## src/hw/rtl/vrp_ram.sv

```systemverilog
// Generic single-write, single-read synchronous RAM with registered read.
module vrp_ram #(
    parameter int WIDTH = 8,
    parameter int DEPTH = 256
) (
    input  logic                     clk,
    input  logic                     we,
    input  logic [$clog2(DEPTH)-1:0] waddr,
    input  logic [WIDTH-1:0]         wdata,
    input  logic                     re,
    input  logic [$clog2(DEPTH)-1:0] raddr,
    output logic [WIDTH-1:0]         rdata
);

    logic [WIDTH-1:0] mem [DEPTH];

    always_ff @(posedge clk)
    begin
        if (we)
        begin
            mem[waddr] <= wdata;
        end
        if (re)
        begin
            rdata <= mem[raddr];
        end
    end

endmodule

```

## config.mk

```make
export PLATFORM = sky130hd
export DESIGN_NAME = vrp_ram
export DESIGN_NICKNAME = d
export VERILOG_FILES = /design/src/hw/rtl/vrp_ram.sv
export SDC_FILE = /design/constraint.sdc
export NUM_CORES = 2
export LEC_CHECK = 0
export ABC_AREA = 1
export BUFFER_PORTS_ARGS = -buffer_cell sky130_fd_sc_hd__buf_2
export CAP_MARGIN = 20
export CORE_MARGIN = 4
export CORE_UTILIZATION = 26
export DETAILED_ROUTE_END_ITERATION = 12
export PLACE_DENSITY_LB_ADDON = 0.12
export SYNTH_ARGS = -nofsm -noshare
export SYNTH_HDL_FRONTEND = slang
export SYNTH_SLANG_ARGS = --single-unit
```

## constraint.sdc

```tcl
create_clock -name clk -period 1.7 [get_ports clk]
set_input_delay 0.17 -clock clk [delete_from_list [all_inputs] [get_ports clk]]
set_output_delay 0.17 -clock clk [all_outputs]
set_load 0.1 [all_outputs]
```

==> reports/qor.txt <==
DRT Pass-1 Iters: 6
area share of the leading cell type in the synthesized netlist: 74.0%
syn_nets: 7030
WS Path Type: reg2out
Fillers: 31979
Top Family by Delay on Critical Path: flip-flops
final setup fails: 8
Design Area, Final: 0.104 mm²
max-slew violations: 0
final hold viol count: 0
CP Capture Type: output pin
Max Fclk: 534 MHz
Layout Nets: 7570
sequential-to-total area share from yosys stat: 74.0%
failing checks: negative setup slack
Hold Path Cell Cnt: 5
worst reg2reg path depth: 10
area occupied by multi-input gates: 0.0217 mm²
worst path cell trace: buf_12
Worst Path Arrival: 1700 ps
Die Area: 0.330 mm²
Final WS setup: -172 ps
Worst-path clk slew: 60 ps
hpwl dp: 186000 µm
period utilisation layout: 110%
largest net degree at the start of global routing: 79
Cells after DPL: 11577
Crit Path Max Fanout: 1
initial antenna violation count: 16
CP bufs+invs: 1
# rows: 207
Tot GR Track Use: 17.2%
Util after Layout: 32.8%
final wirelength: 292000 µm
Post-Synthesis Cell Area: 0.0835 mm²
Sink Count: 2056
Routed WL per cell: 24.3 µm
top cells by area, synth: edfxtp_1 (74%), nand3_1 (12%), nand2_1 (9.5%)
Synth Warn #: 0
global route total overflow: 0
Final GP Congestion: 0.800
post-synth top area cell: edfxtp_1
H-tree depth: 4
PwrDens: 1080 mW/mm²
placed inst area: 0.0945 mm²
chip height: 575 µm
worst skew pair latency: 890 ps
total leakage power: 36.8 nW
crit start category: register
Critical Path RT: 1530 ps
critical path's slowest cell: edfxtp_1
die width: 575 µm
maxcap violations: 0
Worst Hold Launch: we
# DRC: 0
first-pass GRT wire length: 418000 µm
vias per std cell: 4.65
R2R Path End: rdata[4]$_DFFE_PP_
Clock Skew: 43.4 ps
antenna viol nets, final: 0
number of global-route vias before repair: 55911
Yosys cell types: 13
initial drt markers: 4792
Final min period: 1870 ps
CTS tree: yes
status: finished, violations left
Largest stage delay, worst path: 560 ps
Syn Area/Cell: 11.9 µm²
clock root buffer: clkbuf_16
Initial Utilization: 26.2%
Area Overhead vs Synth: 25.1%
Worst-Margin Slew: 859 ps
CTS Buffer Depth: 4
Hold Path Class: in2reg
Buffers on Ports: 34
Yosys reg bits: 2056
Finished Layout Cells: 12019
core box area: 0.319 mm²
RSZ-0062 raised after global routing: yes
relative slew slack: 42.6%
fraction of layout cells with a size suffix above 1: 19.1%
Hold EP: mem[184][1]$_DFFE_PP_
slack of the worst reg-to-reg path: -100 ps
CTS Buf Count: 234
Post-Synthesis Cells: 7003
I/O Pins: 35
worst reg2reg startpoint: mem[247][4]$_DFFE_PP_
detailed-route via count: 55944
Sequential Area: 0.0617 mm²
Max VDD drop: 0.866 mV
[logic make-up after synthesis]
logic type | count (synthesis) | share of synthesized area, %
AND/OR/NAND/NOR | 4425 | 22.9
buffers and inverters | 522 | 3.12
flip-flops | 2056 | 74.0
[power breakdown]
| group | total [mW] | switching, mW | internal [mW] |
|---|---|---|---|
| sequential | 56.0 | 0.0679 | 55.9 |
| clock | 47.7 | 20.9 | 26.8 |
| combinational | 8.84 | 6.16 | 2.67 |
[layout by cell type (no fill, tap or decap)]
| cell type | instances |
|---|---|
| buf_2 | 13 |
| buf_8 | 12 |
| dlygate4sd3_1 | 10 |
| nand2_2 | 25 |
| buf_16 | 3 |
| clkbuf_16 | 238 |
| clkinv_2 | 49 |
| inv_6 | 8 |
| nand3_4 | 89 |
| clkinv_4 | 1 |
| inv_1 | 34 |
| clkbuf_1 | 38 |
| inv_16 | 2 |
| nand2_4 | 9 |
| edfxtp_1 | 2056 |
| nor2_1 | 283 |
| nand2_1 | 2088 |
| clkinv_16 | 2 |
| buf_12 | 181 |
| bufinv_16 | 10 |
| nand2_8 | 1 |
| nand3_1 | 1669 |
| clkinv_1 | 71 |
| buf_4 | 560 |
| buf_6 | 7 |
| inv_8 | 2 |
| inv_2 | 1 |
| diode_2 | 6 |
| clkinvlp_4 | 5 |
| nand3_2 | 261 |
| clkinv_8 | 1 |
[how the worst max path moves through the flow]
| stage | slack, ps | from | depth (start not counted) | to |
|---|---|---|---|---|
| final | -170 | rdata[2]$_DFFE_PP_ | 1 | rdata[2] |
| after global placement | -1550 | raddr[0] | 15 | rdata[4]$_DFFE_PP_ |
| after floorplan | 40 | we | 4 | mem[162][0]$_DFFE_PP_ |
| after global routing | -240 | rdata[2]$_DFFE_PP_ | 1 | rdata[2] |
| after detailed placement | -1510 | raddr[0] | 15 | rdata[4]$_DFFE_PP_ |
| after CTS | -300 | rdata[2]$_DFFE_PP_ | 1 | rdata[2] |
[state kept, by name, summed over array words and instances, names as in the netlist]
| name | count |
|---|---|
| mem | 2048 |
| rdata | 8 |
[metrics by stage]
stage                     setup slack [ps]  hold slack [ps]  power, mW  setup TNS [ps]
final                                 -172              116        113            -982
after CTS                             -301             38.9        114           -2160
after global routing                  -239              110        117           -1710
after global placement               -1550              491       65.3          -98350
after detailed placement             -1510              488       65.2         -119930
after floorplan                       38.5              269       60.6               0
[worst min-delay path: stages]
cell	delay [ps]
buf_2	110
buf_12	150
nand2_1	130
nor2_1	60
buf_4	180
[what timing repair did]
item / in CTS / in global routing
setup endpoints to repair: 16 / 16
resized for setup: 222 / 282
cloned: 0 / 1
pin swaps: 23 / 84
hold endpoints to repair: 1829 / 0
hold buffers: 10 / 0
buffers inserted: 0 / 5
[synthesized netlist by cell type]
master,count
buf_1,40
buf_2,268
buf_4,46
buf_6,16
buf_8,1
clkbuf_1,112
edfxtp_1,2056
inv_1,36
inv_2,2
inv_4,1
nand2_1,2123
nand3_1,2019
nor2_1,283
[routing by layer]
layer	vias to the layer above	part of all wire (%)	GRT usage, %
met1	28491	46	24.1
met5	-	0.0045	0
met4	2	2.7	4.56
met3	364	3.9	2.01
met2	1083	48	28.3
li1	26004	-	-
[layout make-up]
| cell class | instances | share of cell area (%) |
|---|---|---|
| multi-input cells | 4425 | 20.8 |
| well taps | 4284 | 5.13 |
| diodes | 6 | 0.0144 |
| flip-flops and latches | 2056 | 59.1 |
| clock buffers | 275 | 5.81 |
| clock inverters | 147 | 0.973 |
| repair buffers | 787 | 8.00 |
| inverters | 39 | 0.175 |
Note: power is estimated with default switching activity, not from simulation.
