<file path="src/hw/rtl/vrp_pkg.sv">
// Shared types, codes and helper functions for the video register port.
package vrp_pkg;

    localparam int PATTERN_BYTES_DEF = 8192;
    localparam int NAMETABLE_BYTES   = 1024;
    localparam int SPRITE_MEM_BYTES  = 256;
    localparam int PALETTE_BYTES     = 32;
    localparam int NT_DEPTH          = 4 * NAMETABLE_BYTES;

    localparam int IN_DATA_W  = 16;
    localparam int IN_USER_W  = 5;
    localparam int OUT_DATA_W = 40;

    // operation codes
    localparam logic [1:0] OP_READ   = 2'd0;
    localparam logic [1:0] OP_WRITE  = 2'd1;
    localparam logic [1:0] OP_STATUS = 2'd2;

    // register indexes
    localparam logic [2:0] REG_CTRL    = 3'd0;
    localparam logic [2:0] REG_MASK    = 3'd1;
    localparam logic [2:0] REG_STATUS  = 3'd2;
    localparam logic [2:0] REG_OAMADDR = 3'd3;
    localparam logic [2:0] REG_OAMDATA = 3'd4;
    localparam logic [2:0] REG_SCROLL  = 3'd5;
    localparam logic [2:0] REG_ADDR    = 3'd6;
    localparam logic [2:0] REG_DATA    = 3'd7;

    // mirroring modes
    localparam logic [1:0] MIR_HORZ   = 2'd0;
    localparam logic [1:0] MIR_VERT   = 2'd1;
    localparam logic [1:0] MIR_SINGLE = 2'd2;
    localparam logic [1:0] MIR_FOUR   = 2'd3;

    // VRAM target select
    localparam logic [1:0] VSEL_PAT = 2'd0;
    localparam logic [1:0] VSEL_NT  = 2'd1;
    localparam logic [1:0] VSEL_PAL = 2'd2;

    typedef struct packed {
        logic        oam_re;
        logic        oam_we;
        logic [7:0]  oam_addr;
        logic        vram_re;
        logic        vram_we;
        logic [1:0]  vram_sel;
        logic [12:0] pat_addr;
        logic [11:0] nt_addr;
        logic [4:0]  pal_addr;
        logic [7:0]  wdata;
    } vrp_mem_req_t;

    typedef struct packed {
        logic        oam_rd;
        logic [7:0]  rd;
        logic        nmi;
        logic [7:0]  rc;
        logic [14:0] temp;
        logic [2:0]  fine_x;
    } vrp_result_t;

    function automatic logic [1:0] table_map(input logic [1:0] mode, input logic [1:0] quad);
        logic [1:0] tbl;
        case (mode)
            MIR_HORZ:   tbl = {1'b0, quad[1]};
            MIR_VERT:   tbl = {1'b0, quad[0]};
            MIR_SINGLE: tbl = 2'd0;
            MIR_FOUR:   tbl = quad;
            default:    tbl = 2'd0;
        endcase
        return tbl;
    endfunction

    // backdrop entries 0x10/0x14/0x18/0x1C alias the lower half
    function automatic logic [4:0] palette_index(input logic [4:0] a);
        logic [4:0] idx;
        idx = a;
        if (a[4] && (a[1:0] == 2'b00))
        begin
            idx[4] = 1'b0;
        end
        return idx;
    endfunction

endpackage

</file>
<file path="src/hw/rtl/vrp_core.sv">
// Register state, VRAM address map and memory access generation.
module vrp_core #(
    parameter int PATTERN_BYTES = vrp_pkg::PATTERN_BYTES_DEF
) (
    input  logic                 clk,
    input  logic                 rst_n,
    input  logic                 cfg_we,
    input  logic [1:0]           cfg_wdata,
    input  logic                 acc,
    input  logic [1:0]           op,
    input  logic [2:0]           ridx,
    input  logic [7:0]           wdata,
    input  logic [2:0]           flags,
    input  logic [7:0]           pat_rdata,
    input  logic [7:0]           nt_rdata,
    input  logic [7:0]           pal_rdata,
    output vrp_pkg::vrp_mem_req_t req,
    output vrp_pkg::vrp_result_t  res
);

    localparam logic [13:0] PB = 14'(PATTERN_BYTES);

    logic [1:0]  mode_reg;
    logic [14:0] temp_reg, temp_next;
    logic [14:0] ptr_reg, ptr_next;
    logic        w_reg, w_next;
    logic [2:0]  fine_x_reg, fine_x_next;
    logic [4:0]  ctrl_reg, ctrl_next;
    logic [4:0]  mask_reg, mask_next;
    logic [2:0]  status_reg, status_next;
    logic [4:0]  lwl_reg, lwl_next;
    logic [7:0]  oam_addr_reg, oam_addr_next;
    logic        pend_reg, pend_next;
    logic [1:0]  sel_reg, sel_next;

    logic [13:0] va;
    logic [13:0] pat_wide;
    logic [1:0]  vsel;
    logic [7:0]  buf_val;
    logic [7:0]  rd;
    logic        nmi;
    logic        oam_rd;
    logic        vram_re;
    logic        vram_we;
    logic [14:0] ptr_inc;

    assign va       = ptr_reg[13:0];
    assign pat_wide = {1'b0, va[12:0]};
    assign ptr_inc  = ptr_reg + (ctrl_reg[0] ? 15'd32 : 15'd1);

    always_comb
    begin
        if (!va[13])
        begin
            vsel = vrp_pkg::VSEL_PAT;
        end
        else if (va[13:8] == 6'h3F)
        begin
            vsel = vrp_pkg::VSEL_PAL;
        end
        else
        begin
            vsel = vrp_pkg::VSEL_NT;
        end
    end

    always_comb
    begin
        case (sel_reg)
            vrp_pkg::VSEL_PAT: buf_val = pat_rdata;
            vrp_pkg::VSEL_NT:  buf_val = nt_rdata;
            default:           buf_val = pal_rdata;
        endcase
        if (!pend_reg)
        begin
            buf_val = 8'd0;
        end
    end

    always_comb
    begin
        temp_next     = temp_reg;
        ptr_next      = ptr_reg;
        w_next        = w_reg;
        fine_x_next   = fine_x_reg;
        ctrl_next     = ctrl_reg;
        mask_next     = mask_reg;
        status_next   = status_reg;
        lwl_next      = lwl_reg;
        oam_addr_next = oam_addr_reg;
        pend_next     = pend_reg;
        sel_next      = sel_reg;
        rd            = 8'd0;
        nmi           = 1'b0;
        oam_rd        = 1'b0;
        vram_re       = 1'b0;
        vram_we       = 1'b0;
        case (op)
            vrp_pkg::OP_READ:
            begin
                case (ridx)
                    vrp_pkg::REG_STATUS:
                    begin
                        rd          = {status_reg, lwl_reg};
                        status_next = {1'b0, status_reg[1:0]};
                        w_next      = 1'b0;
                    end
                    vrp_pkg::REG_OAMDATA:
                    begin
                        oam_rd = 1'b1;
                    end
                    vrp_pkg::REG_DATA:
                    begin
                        rd        = buf_val;
                        vram_re   = 1'b1;
                        pend_next = 1'b1;
                        sel_next  = vsel;
                        ptr_next  = ptr_inc;
                    end
                    default:
                    begin
                    end
                endcase
            end
            vrp_pkg::OP_WRITE:
            begin
                case (ridx)
                    vrp_pkg::REG_CTRL:
                    begin
                        temp_next = {temp_reg[14:12], wdata[1:0], temp_reg[9:0]};
                        nmi       = status_reg[2] & ~ctrl_reg[4] & wdata[7];
                        ctrl_next = {wdata[7], wdata[5], wdata[4], wdata[3], wdata[2]};
                        lwl_next  = wdata[4:0];
                    end
                    vrp_pkg::REG_MASK:
                    begin
                        mask_next = wdata[4:0];
                        lwl_next  = wdata[4:0];
                    end
                    vrp_pkg::REG_OAMADDR:
                    begin
                        oam_addr_next = wdata;
                        lwl_next      = wdata[4:0];
                    end
                    vrp_pkg::REG_OAMDATA:
                    begin
                        oam_addr_next = oam_addr_reg + 8'd1;
                    end
                    vrp_pkg::REG_SCROLL:
                    begin
                        if (w_reg)
                        begin
                            temp_next = {wdata[2:0], temp_reg[11:10], wdata[7:3],
                                         temp_reg[4:0]};
                            w_next    = 1'b0;
                        end
                        else
                        begin
                            temp_next   = {temp_reg[14:5], wdata[7:3]};
                            fine_x_next = wdata[2:0];
                            w_next      = 1'b1;
                        end
                        lwl_next = wdata[4:0];
                    end
                    vrp_pkg::REG_ADDR:
                    begin
                        if (w_reg)
                        begin
                            temp_next = {temp_reg[14:8], wdata};
                            ptr_next  = {temp_reg[14:8], wdata};
                            w_next    = 1'b0;
                        end
                        else
                        begin
                            temp_next = {1'b0, wdata[5:0], temp_reg[7:0]};
                            w_next    = 1'b1;
                        end
                        lwl_next = wdata[4:0];
                    end
                    vrp_pkg::REG_DATA:
                    begin
                        vram_we  = 1'b1;
                        ptr_next = ptr_inc;
                    end
                    default:
                    begin
                    end
                endcase
            end
            vrp_pkg::OP_STATUS:
            begin
                status_next = flags;
            end
            default:
            begin
            end
        endcase
    end

    always_ff @(posedge clk or negedge rst_n)
    begin
        if (!rst_n)
        begin
            mode_reg     <= vrp_pkg::MIR_HORZ;
            temp_reg     <= '0;
            ptr_reg      <= '0;
            w_reg        <= 1'b0;
            fine_x_reg   <= '0;
            ctrl_reg     <= '0;
            mask_reg     <= '0;
            status_reg   <= 3'b100;
            lwl_reg      <= '0;
            oam_addr_reg <= '0;
            pend_reg     <= 1'b0;
            sel_reg      <= vrp_pkg::VSEL_PAT;
        end
        else
        begin
            if (cfg_we)
            begin
                mode_reg <= cfg_wdata;
            end
            if (acc)
            begin
                temp_reg     <= temp_next;
                ptr_reg      <= ptr_next;
                w_reg        <= w_next;
                fine_x_reg   <= fine_x_next;
                ctrl_reg     <= ctrl_next;
                mask_reg     <= mask_next;
                status_reg   <= status_next;
                lwl_reg      <= lwl_next;
                oam_addr_reg <= oam_addr_next;
                pend_reg     <= pend_next;
                sel_reg      <= sel_next;
            end
        end
    end

    always_comb
    begin
        req.oam_re   = acc & oam_rd;
        req.oam_we   = acc & (op == vrp_pkg::OP_WRITE) & (ridx == vrp_pkg::REG_OAMDATA);
        req.oam_addr = oam_addr_reg;
        req.vram_re  = acc & vram_re;
        req.vram_we  = acc & vram_we;
        req.vram_sel = vsel;
        req.pat_addr = (pat_wide >= PB) ? 13'(pat_wide - PB) : va[12:0];
        req.nt_addr  = {vrp_pkg::table_map(mode_reg, va[11:10]), va[9:0]};
        req.pal_addr = vrp_pkg::palette_index(va[4:0]);
        req.wdata    = wdata;
    end

    always_comb
    begin
        res.oam_rd = oam_rd;
        res.rd     = rd;
        res.nmi    = nmi;
        res.rc     = {mask_next, ctrl_next[3:1]};
        res.temp   = temp_next;
        res.fine_x = fine_x_next;
    end

endmodule

</file>
<file path="config.mk">
export PLATFORM = sky130hd
export DESIGN_NAME = vrp_core
export DESIGN_NICKNAME = d
export VERILOG_FILES = /design/src/hw/rtl/vrp_pkg.sv /design/src/hw/rtl/vrp_core.sv
export SDC_FILE = /design/constraint.sdc
export NUM_CORES = 1
export LEC_CHECK = 0
export BUFFER_PORTS_ARGS = -buffer_cell sky130_fd_sc_hd__clkbuf_2
export CAP_MARGIN = 5
export CORE_MARGIN = 2
export CORE_UTILIZATION = 29
export DETAILED_ROUTE_END_ITERATION = 10
export HOLD_SLACK_MARGIN = 0.12
export PLACE_DENSITY = 0.59
export SKIP_CTS_REPAIR_TIMING = 1
export SYNTH_ARGS = -nofsm -noshare
export SYNTH_HDL_FRONTEND = slang
export SYNTH_SLANG_ARGS = --single-unit
</file>
<file path="constraint.sdc">
create_clock -name clk -period 2.25 [get_ports clk]
set_input_delay 0.1125 -clock clk [delete_from_list [all_inputs] [get_ports clk]]
set_output_delay 0.1125 -clock clk [all_outputs]
set_load 0.01 [all_outputs]
</file>
==> run summary <==
H-tree levels: 3
routed vias: 4479
top-area cell type share of the netlist area: 33.27%
Syn Inst Count: 531
Worst-path clk slew: 0.05 ns
xor/xnor cell area share of the yosys netlist: 0.1848%
vias per cell: 5.307
highest clock rate: 471.3 MHz
antenna violation net count after detailed routing: 0
outcome: finished, final reports clean
peak supply drop: 0.0004636 V
CTS Buf Count: 9
Area Overhead vs Synth: 20.28%
MaxCap Viol Count: 0
layout cells sized above 1: 34.87%
Register Area: 1604 µm²
antenna cells: 0
crit end category: output pin
CTS max path bufs: 2
final hold violations: 0
wire per inst: 18.02 µm
Tot Pwr: 4.112 mW
area post-placement: 5336 µm²
Max FO, Critical Path: 15
largest net degree at the start of global routing: 34
global-route wire length before repair: 23970 µm
Final Wtd Congestion: 0.8490
Final #Nets: 673
crit share post-route: 94.31%
fraction of the mapped netlist area in compound gates: 22.84%
Post-Route WL: 15210 µm
mapped cell area: 4738 µm²
GR Overflow Total: 0
synth cell count leaders: dfrtp_1 (63), nand2_1 (48), buf_4 (43)
dominant synthesized flop cell: dfrtp_1
Adder-Cell Fraction of Synth Area: 1.056%
Crit Path Class: flip-flop to output pin
Post-Synth Simple-Gate Area: 19.07%
Final Instance Area: 5699 µm²
EDFF count, synth: 0
Final min period: 2.122 ns
Yosys reg bits: 64
vias in the first global route: 4332
Clock Latency Late Sink: 0.34 ns
Die Ht: 131.8 µm
footprint of the multi-input gates: 2608 µm²
dominant cell type by area after synthesis: dfrtp_1
dpl hpwl: 10940 µm
skew final: 0.005935 ns
clk sinks: 64
1st-pass router iterations: 4
Static Leak: 2.518 nW
most area-consuming cells after synthesis: dfrtp_1 (33%), mux2_2 (8.8%), buf_4 (6.8%)
max FFs per register: 15
Final Max Tran Viols: 0
measured slew at the worst slew-check pin: 0.6417 ns
Syn Nets: 581
Fillers: 1646
pwr dens: 721.5 nW/µm²
Seq/Total Area, Yosys: 33.83%
final setup TNS: 0 ns
Row Count: 46
post-synthesis mux area share: 11.75%
effective utilization at floorplan: 29.72%
Worst EP required: 2.14 ns
die area: 17380 µm²
clock root buffer: clkbuf_16
crit path DAT: 2.01 ns
ys async rst share: 100.0%
antenna violations before repair: 0
largest family of logic cells by synthesized area: compound AO/OA/AOI/OAI gates
most frequent cell after synthesis: dfrtp_1
Mapped Avg Cell Area: 8.923 µm²
Die Width: 131.8 µm
RSZ-0062 raised after global routing: no
post-synth cell types: 65
Iter 0 DRT Violations: 349
PortBufs: 133
Slew HR: 57.17%
synth warn: 0
core area: 15940 µm²
total track usage: 17.49%
CTS tree: yes
Ports: 134
crit path launch type: flip-flop
final setup fails: 0
Min-Delay Path Class: input port to flip-flop
DRC viols: 0
worst paths after layout:
path | endpoint | slack, ns | cells past startpoint | startpoint
max | res[16] | 0.13 | 6 | w_reg
min | status_reg[2] | 0.16 | 2 | op[1]
max reg2reg | ptr_reg[12] | 0.23 | 6 | ptr_reg[0]
min reg2reg | pend_reg | 0.46 | 1 | pend_reg
max in group asynchronous | status_reg[2] | 1.37 | 3 | rst_n
min in group asynchronous | temp_reg[3] | 0.26 | 2 | rst_n
routing by layer:
metal / global-route usage, % / wire length (µm) / vias to the layer above
met5: 0 / 0 / -
met4: 6.643 / 372 / 0
met3: 4.960 / 913 / 27
met2: 28.62 / 7327 / 141
met1: 21.92 / 6591 / 2196
li1: - / - / 2115
cell families after synthesis:
logic type,count (synthesis)
muxes,51
DFF,64
and+or+nand+nor,172
adders and majority gates,4
xor gates and xnor gates,1
AOI/OAI and AO/OA,151
buffers and inverters,88
cell type report:
class,count,share of cell area [%]
Multi-Input combinational cell,379,45.75
Sequential cell,64,28.14
Inverter,7,0.4610
Timing Repair Buffer,162,16.07
Clock inverter,5,0.5708
Tap cell,216,4.742
Clock buffer,11,4.259
critical path: stages, from the launching register on:
cell and delay, ns:
dfrtp_2 0.42, buf_4 0.22, buf_4 0.23, mux2i_1 0.21
o221ai_1 0.17, a22o_1 0.28, clkbuf_2 0.13
power by group:
part / internal [mW] / leakage, nW / switching (mW)
sequential: 1.36 / 0.789 / 0.223
combinational: 0.554 / 1.60 / 0.654
clock: 0.772 / 0.128 / 0.550
cell usage in the layout (no fill, tap or decap), drive strengths merged, types with 5 or more instances in the layout:
master       count
a22o            10
dlygate4sd3      8
o211ai           9
a31oi            9
inv              7
nor2            27
clkbuf         143
a22oi           11
o21a             5
nand2           49
a32o             5
nand3b           5
dfrtp           63
a21oi           19
nand2b          10
o21ai           33
a221o           10
buf             22
mux2i           14
and3            12
nand4            5
mux2            37
o2bb2ai          9
o22ai            5
nor3             7
nand3           31
through the flow:
step / util (%) / hold slack (ns) / instances / setup slack, ns
floorplan: - / -0.1831 / 531 / 0.3590
global placement: 33.47 / 0.08811 / 820 / 0.1426
detailed placement: 33.47 / 0.09978 / 820 / 0.08803
CTS: 35.20 / -0.2715 / 836 / 0.06173
global route: 35.75 / 0.1739 / 844 / 0.02129
finish: 35.75 / 0.1570 / 844 / 0.1280
No activity file was read; power rests on OpenSTA's default activity.
